==> src/rtl/lsrc_pkg.sv <==
`timescale 1ns / 1ps
package lsrc_pkg;

    localparam int SLOTS = 16;
    localparam int IDX_W = (SLOTS > 1) ? $clog2(SLOTS) : 1;
    localparam int CNT_W = $clog2(SLOTS + 1);
    localparam int CFG_W = 5;
    localparam int KEY_W = 64;
    localparam int TICK_W = 64;
    localparam int BYTES_W = 40;
    localparam int VER_W = 32;
    localparam int SUM_W = 44;
    localparam int STAT_W = 32;

    localparam logic [CFG_W-1:0] SLOTS_IN_USE_RST = CFG_W'(16);

    typedef struct packed {
        logic [KEY_W-1:0]   tag_key;
        logic               tag_known;
        logic [BYTES_W-1:0] tensor_bytes;
    } req_t;

    typedef struct packed {
        logic [3:0]        slot_index;
        logic [VER_W-1:0]  slot_version;
        logic              was_hit;
        logic              unknown_tag;
        logic              evicted_payload;
        logic [SUM_W-1:0]  resident_total;
        logic [STAT_W-1:0] hit_total;
        logic [STAT_W-1:0] miss_total;
    } rsp_t;

    // scan record handed from cell to cell
    typedef struct packed {
        logic               found;
        logic [IDX_W-1:0]   hit_idx;
        logic [VER_W-1:0]   hit_ver;
        logic               has_min;
        logic [TICK_W-1:0]  min_use;
        logic [IDX_W-1:0]   vic_idx;
        logic               vic_occ;
        logic [BYTES_W-1:0] vic_bytes;
        logic [VER_W-1:0]   vic_ver;
    } scan_rec_t;

    // update broadcast to all cells at commit
    typedef struct packed {
        logic               en;
        logic               hit;
        logic [IDX_W-1:0]   idx;
        logic [KEY_W-1:0]   key;
        logic [BYTES_W-1:0] bytes;
        logic [TICK_W-1:0]  tick;
    } slot_wr_t;

endpackage

==> src/rtl/lsrc_cell.sv <==
`timescale 1ns / 1ps
module lsrc_cell (
    input  logic                          clk,
    input  logic                          rst_n,
    input  logic [lsrc_pkg::IDX_W-1:0]    cell_idx,
    input  logic                          active,
    input  logic [lsrc_pkg::KEY_W-1:0]    req_key,
    input  logic                          tok_in,
    input  lsrc_pkg::scan_rec_t           rec_in,
    input  lsrc_pkg::slot_wr_t            wr,
    output logic                          tok_out,
    output lsrc_pkg::scan_rec_t           rec_out
);

    logic [lsrc_pkg::KEY_W-1:0]   key_reg;
    logic                         occ_reg;
    logic [lsrc_pkg::TICK_W-1:0]  use_reg;
    logic [lsrc_pkg::VER_W-1:0]   ver_reg;
    logic [lsrc_pkg::BYTES_W-1:0] bytes_reg;

    logic                tok_reg;
    lsrc_pkg::scan_rec_t rec_reg;
    lsrc_pkg::scan_rec_t rec_next;

    always_comb
    begin
        rec_next = rec_in;
        if (active)
        begin
            // lowest-index match wins
            if (!rec_in.found && occ_reg && (key_reg == req_key))
            begin
                rec_next.found   = 1'b1;
                rec_next.hit_idx = cell_idx;
                rec_next.hit_ver = ver_reg;
            end
            // strict less-than keeps lowest index on ties
            if (!rec_in.has_min || (use_reg < rec_in.min_use))
            begin
                rec_next.has_min   = 1'b1;
                rec_next.min_use   = use_reg;
                rec_next.vic_idx   = cell_idx;
                rec_next.vic_occ   = occ_reg;
                rec_next.vic_bytes = bytes_reg;
                rec_next.vic_ver   = ver_reg;
            end
        end
    end

    always_ff @(posedge clk or negedge rst_n)
    begin
        if (!rst_n)
        begin
            tok_reg <= 1'b0;
        end
        else
        begin
            tok_reg <= tok_in;
        end
    end

    always_ff @(posedge clk)
    begin
        if (tok_in)
        begin
            rec_reg <= rec_next;
        end
    end

    always_ff @(posedge clk or negedge rst_n)
    begin
        if (!rst_n)
        begin
            key_reg   <= '0;
            occ_reg   <= 1'b0;
            use_reg   <= '0;
            ver_reg   <= '0;
            bytes_reg <= '0;
        end
        else if (wr.en && (wr.idx == cell_idx))
        begin
            use_reg <= wr.tick;
            if (!wr.hit)
            begin
                key_reg   <= wr.key;
                occ_reg   <= 1'b1;
                bytes_reg <= wr.bytes;
                ver_reg   <= ver_reg + 1'b1;
            end
        end
    end

    assign tok_out = tok_reg;
    assign rec_out = rec_reg;

endmodule

==> config.mk <==
export PLATFORM = sky130hd
export DESIGN_NAME = lsrc_cell
export DESIGN_NICKNAME = d
export VERILOG_FILES = /design/src/rtl/lsrc_pkg.sv /design/src/rtl/lsrc_cell.sv
export SDC_FILE = /design/constraint.sdc
export NUM_CORES = 1
export LEC_CHECK = 0
export BUFFER_PORTS_ARGS = -buffer_cell sky130_fd_sc_hd__buf_2
export CAP_MARGIN = 20
export CORE_AREA = 10 10 226 228
export DETAILED_ROUTE_END_ITERATION = 10
export DIE_AREA = 0 0 236 238
export PLACE_DENSITY = 0.65
export SYNTH_ARGS = -nofsm -noshare
export SYNTH_HDL_FRONTEND = slang
export SYNTH_SLANG_ARGS = --single-unit
export TNS_END_PERCENT = 5
==> constraint.sdc <==
create_clock -name clk -period 3.1 [get_ports clk]
set_input_delay 0 -clock clk [delete_from_list [all_inputs] [get_ports clk]]
set_output_delay 0 -clock clk [all_outputs]
set_load 0.005 [all_outputs]
==> results of run 1 <==
==> worst paths after layout <==
check,start,endpoint,cells after the start
min in group clk,wr[168],ver_reg[5],6
setup reg to reg,use_reg[42],rec_out[58],11
max in group asynchronous,rst_n,bytes_reg[7],3
setup / recovery,use_reg[42],rec_out[58],11
hold / removal,rst_n,key_reg[43],2
hold reg to reg,bytes_reg[6],bytes_reg[6],1
==> cell type report <==
type                            count  area share [%]
Clock buffer                       66            5.04
Tap cell                          607            2.86
Clock inverter                     18           0.674
Antenna cell                       13           0.123
Multi-Input combinational cell    687            25.0
Sequential cell                   381            39.3
Timing Repair Buffer              983            26.1
Inverter                           66           0.933
==> logic make-up after synthesis <==
kind of cell / after synthesis
XOR/XNOR: 99
adder cells (fa/ha/maj): 64
AO/OA/AOI/OAI: 56
flip-flops: 381
buffers and inverters: 106
AND/OR/NAND/NOR: 123
multiplexers: 345
==> power by group <==
part | internal, mW | switching [mW] | total, mW | leakage, nW
Sequential | 6.59 | 0.732 | 7.32 | 4.36
Combinational | 2.31 | 1.78 | 4.09 | 7.04
Clock | 3.25 | 2.17 | 5.42 | 0.746
==> critical path: cells and delay by family (launching register included) <==
family	cells	cell delay, ps
compound gates	4	880
buf+inv	3	460
flops	1	410
mux	1	360
simple gates	2	330
fa+ha+maj	1	310
==> layout by cell type, fill, tap and decap left out, types with 24 or more instances in the layout <==
master and n:
clkbuf_16 48, dlygate4sd3_1 356, nand4_1 25, nand2_1 25, mux2_1 90, edfxtp_1 179
inv_1 66, ha_1 64, xnor2_1 62, dfrtp_1 202, a21oi_1 24, mux2_2 255
buf_2 602, xor2_1 37
==> metrics by stage <==
step	area, um2	worst slack, ps
5_1_grt	26600	-32.9
6_report	26600	59.3
4_1_cts	26400	23.1
2_1_floorplan	17500	328
3_5_place_dp	21300	13.8
3_3_place_gp	21300	-12.3
==> metal layers <==
layer / share of wire, % / global-route usage (%) / up-vias / wire length [um]
met4: 5.2 / 12.0 / 6 / 3320
li1: - / - / 6305 / -
met5: 0.042 / 0 / - / 27
met3: 7.5 / 6.17 / 201 / 4800
met2: 51 / 38.0 / 674 / 32500
met1: 36 / 23.6 / 6758 / 23200
==> repair_timing <==
action | in CTS | in global routing
endpoints found under the setup margin | 1 | 135
setup buffers | 0 | 3
hold endpoints to repair | 463 | 0
cloned | 0 | 1
gates resized for setup | 1 | 12
hold buffers | 356 | 0
pin swaps | 0 | 8
==> impl_metrics.json, run 1 <==
{
  "required_ps": 3400,
  "finalSetupViolations": 0,
  "max_freq_ghz": 0.329,
  "reg2reg_slack_ps": 60,
  "die_w_um": 236,
  "synth_area_leaders": "edfxtp_1 (31%), dfrtp_1 (29%), mux2_2 (16%)",
  "die_h_um": 238,
  "cp-start-kind": "flip-flop",
  "cts_sinks": 381,
  "path_clk_slew_ps": 60,
  "final_util_pct": 57.3,
  "crit_path_cell_trace": "ha_1 -> nand4_1 -> nor2_1 -> a221oi_2 -> a21oi_1 -> o32a_1 -> a21oi_4 -> buf_4 -> buf_12 -> buf_12 -> mux2_1",
  "largest_register_ffs": 179,
  "netlist_area_um2": 17500,
  "status": "complete, no violations",
  "synth_warnings": 0,
  "synth_cells": 1174,
  "numCtsBuffers": 45,
  "drt_iter0_drc": 663,
  "wire_per_inst_um": 22.6,
  "setup_tns_ps": 0,
  "n_fill_cell": 3579,
  "synth_fp_nets": 1663,
  "track_usage_pct": 21.8,
  "synth_commonest_cells": "mux2_2 (255), dfrtp_1 (202), edfxtp_1 (179)",
  "yosys.area.top_type_share_pct": 30.8,
  "synth_compound_gate_area_share_pct": 1.96,
  "maxSlewViolCount": 0,
  "syn_area_per_cell_um2": 14.9,
  "final.setup_skew_ps": 17.6,
  "power_density_nw_per_um2": 634,
  "routabilityCongestion": 0.858,
  "wl_mm": 63.9,
  "insertion_delay_ps": 560,
  "multi_input_area_um2": 6630,
  "core_um2": 46400,
  "synthSimpleGateAreaFrac_pct": 3.75,
  "ant_nets": 0,
  "fin_crit_sh_pct": 98.1,
  "seq_area_frac_synth_pct": 59.7,
  "vias": 13944,
  "max-clock-path-buffers": 3,
  "synthXorXnorAreaFrac_pct": 4.96,
  "routed_via_density": 4.94,
  "ys.flop_type": "dfrtp_1",
  "io_pins": 605,
  "antenna_found_initial": 17,
  "regArea_um2": 10400,
  "path_max_fanout": 17,
  "hpwl_mm": 44.1,
  "vdd_drop_max_mv": 0.571,
  "place_inst": 2364,
  "root_buffer": "clkbuf_16",
  "grt_pass1_wl_mm": 95.0,
  "cp_common_cell": "buf_12",
  "fin_crit_ps": 3040,
  "drv_cap": 0,
  "holdWs_ps": 20.2,
  "synthAdderAreaFrac_pct": 4.58,
  "dieArea_um2": 56200,
  "cellLeakagePower_nw": 12.1,
  "worstMarginPinSlew_ps": 862,
  "grt_pass1_vias": 15739,
  "relSlewSlack_pct": 42.6,
  "nNetsFinal": 2653,
  "synth_edf_count": 179,
  "grt_max_degree": 110,
  "cp_slowest_cell": "dfrtp_1",
  "row_count": 79,
  "total_power_mw": 16.8,
  "io_buffers": 604,
  "cts_tree": "built",
  "drc": 0,
  "hold_class": "input pin to asynchronous set/reset pin",
  "cp.arrival_ps": 3340,
  "final_cell_count_no_fill": 2821,
  "synth_top_area_cell": "edfxtp_1",
  "dr.pass1.iters": 5,
  "ys_ff_latch": 381,
  "start_util_pct": 37.7,
  "htreeDepth": 2,
  "ys_types": 38,
  "synth_mux_area_share_pct": 22.2,
  "syn_to_final_growth_pct": 52.0,
  "drive_above_1_share_pct": 43.9,
  "synthArstFlopShare_pct": 53.0,
  "critical_path.endpoint_type": "flip-flop",
  "criticalPathCategory": "flip-flop to flip-flop",
  "synth_top_family_by_area": "multiplexers",
  "yosysMostFrequentCell": "mux2_2",
  "overflow": 0,
  "slowest_delay_ps": 410,
  "hold_viol_final": 0
}
No activity file was read; power rests on OpenSTA's default activity.
==> inputs of run 2 (changes only) <==
CORE_AREA = 10 10 224 226   (was 10 10 226 228)
DIE_AREA = 0 0 234 236   (was 0 0 236 238)
PLACE_DENSITY = 0.68   (was 0.65)
clock period = 2.6 ns   (was 3.1 ns; I/O delays follow)
==> impl_metrics.json, run 2 (synthesis results as in run 1) <==
{
  "regArea_um2": 10400,
  "cp_slowest_cell": "dfrtp_1",
  "final.setup_skew_ps": 28.2,
  "combPwrFrac_pct": 29.1,
  "ant_nets": 0,
  "row_count": 79,
  "vias": 14410,
  "grt_pass1_wl_mm": 99.1,
  "vdd_drop_max_mv": 0.568,
  "holdWs_ps": 85.1,
  "path_buf_inv": 3,
  "n_fill_cell": 3336,
  "setup_ws_ps": -446,
  "fin_crit_ps": 3050,
  "criticalPathCategory": "flip-flop to flip-flop",
  "finalSetupViolations": 141,
  "power_frac_clock_pct": 29.5,
  "slowest_delay_ps": 400,
  "routed_via_density": 4.95,
  "overflow": 0,
  "cp.arrival_ps": 3360,
  "numCtsBuffers": 42,
  "drc": 0,
  "max_freq_ghz": 0.328,
  "syn_to_final_growth_pct": 58.6,
  "wire_per_inst_um": 22.9,
  "cellLeakagePower_nw": 12.8,
  "final_area_um2": 27700,
  "htreeDepth": 2,
  "hpwl_mm": 44.7,
  "nNetsFinal": 2746,
  "cp_common_cell": "buf_12",
  "wl_mm": 66.8,
  "final_cell_mix": "buf_2 (602), dlygate4sd3_1 (357), mux2_2 (240)",
  "met3_usage_pct": 5.33,
  "relSlewSlack_pct": 60.9,
  "start_util_pct": 38.1,
  "required_ps": 2920,
  "internal_power_mw": 15.2,
  "fin_crit_sh_pct": 117,
  "multi_input_area_um2": 6980,
  "path_max_fanout": 15,
  "track_usage_pct": 23.4,
  "max-clock-path-buffers": 3,
  "insertion_delay_ps": 570,
  "path_clk_slew_ps": 70,
  "io_pins": 605,
  "core_um2": 45900,
  "critical_path.endpoint_type": "flip-flop",
  "cts_sinks": 381,
  "largest_register_ffs": 179,
  "status": "complete, but fails checks",
  "final_common_cell": "buf_2",
  "busiest_layer": "met2",
  "hold_viol_final": 0,
  "dieArea_um2": 55200,
  "die_w_um": 234,
  "drt_iter0_drc": 831,
  "grt_max_degree": 65,
  "crit_path_cell_trace": "ha_1 -> a21oi_1 -> o21a_1 -> a2bb2oi_1 -> a21oi_2 -> o32a_1 -> a21oi_4 -> buf_12 -> buf_16 -> buf_12 -> mux2_1",
  "maxSlewViolCount": 0,
  "hold_class": "input pin to flip-flop",
  "power_density_nw_per_um2": 761,
  "pre_cts_slack_ps": -425,
  "violations": "negative setup slack",
  "power.net_switching_mw": 5.91,
  "io_buffers": 604,
  "routabilityCongestion": 0.883,
  "worstMarginPinSlew_ps": 587,
  "grt_util_met1_pct": 25.2,
  "drive_above_1_share_pct": 48.1,
  "total_power_mw": 21.1,
  "crit_family": "compound AO/OA/AOI/OAI gates",
  "grt_pass1_vias": 16250,
  "antenna_found_initial": 19,
  "dr.pass1.iters": 5,
  "cts_tree": "built",
  "p_seq_share_pct": 41.4,
  "root_buffer": "clkbuf_16",
  "placed_area_um2": 22000,
  "drv_cap": 0,
  "cp-start-kind": "flip-flop",
  "grtUsageMet2_pct": 41.8,
  "swShare_pct": 28.0,
  "rsz0062_at_grt": "true",
  "die_h_um": 236
}
## run 2: final timing paths
path	start	end	slack, ps	cells after the start
max	use_reg[43]	rec_out[63]	-450	11
min	wr[173]	ver_reg[3]	90	5
max reg2reg	use_reg[43]	rec_out[63]	-450	11
min reg2reg	bytes_reg[21]	bytes_reg[21]	510	1
max in group asynchronous	rst_n	use_reg[41]	1080	4
min in group asynchronous	rst_n	key_reg[23]	550	3
## run 2: area by class of cell
type,instances,share of cell area (%)
diodes,15,0.135
clock buffers,59,4.24
clock inverters,19,0.908
inverters,66,0.894
multi-input cells,687,25.2
flip-flops and latches,381,37.6
well taps,607,2.74
repair buffers,1079,28.2
## run 2: timing repair
| item | in CTS | in global routing |
|---|---|---|
| buffers inserted | 5 | 3 |
| endpoints found under the setup margin | 141 | 177 |
| resized for setup | 48 | 35 |
| hold buffers | 357 | 0 |
| endpoints found under the hold margin | 552 | 0 |
| pin swaps | 3 | 15 |
| gates cloned | 2 | 2 |
## run 2: layer usage
metal / wire length [um] / up-vias
met5: 17 / -
met4: 3190 / 4
met3: 4650 / 174
met2: 35100 / 656
met1: 23900 / 7094
li1: - / 6482
## run 2: power by group through the flow
stage	Clock (mW)	Combinational [mW]	Sequential (mW)
2_1_floorplan	0	2.60	8.58
3_3_place_gp	0	4.78	8.70
3_5_place_dp	0	4.93	8.75
4_1_cts	6.33	5.72	8.65
5_1_grt	6.60	6.63	8.84
6_report	6.23	6.14	8.72
## run 2: through the flow
step / instances / TNS (ps) / utilization [%]
after floorplan: 1174 / -4790 / -
after global placement: 2452 / -46110 / 48.1
after detailed placement: 2452 / -52730 / 48.1
after CTS: 2894 / -43870 / 59.7
after global routing: 2913 / -60740 / 60.4
final: 2913 / -53410 / 60.4
## run 2: worst min-delay path, stage by stage
cell and delay [ps]:
buf_2 100, nand2_1 140, nor4_1 110, buf_4 140, xor2_1 120
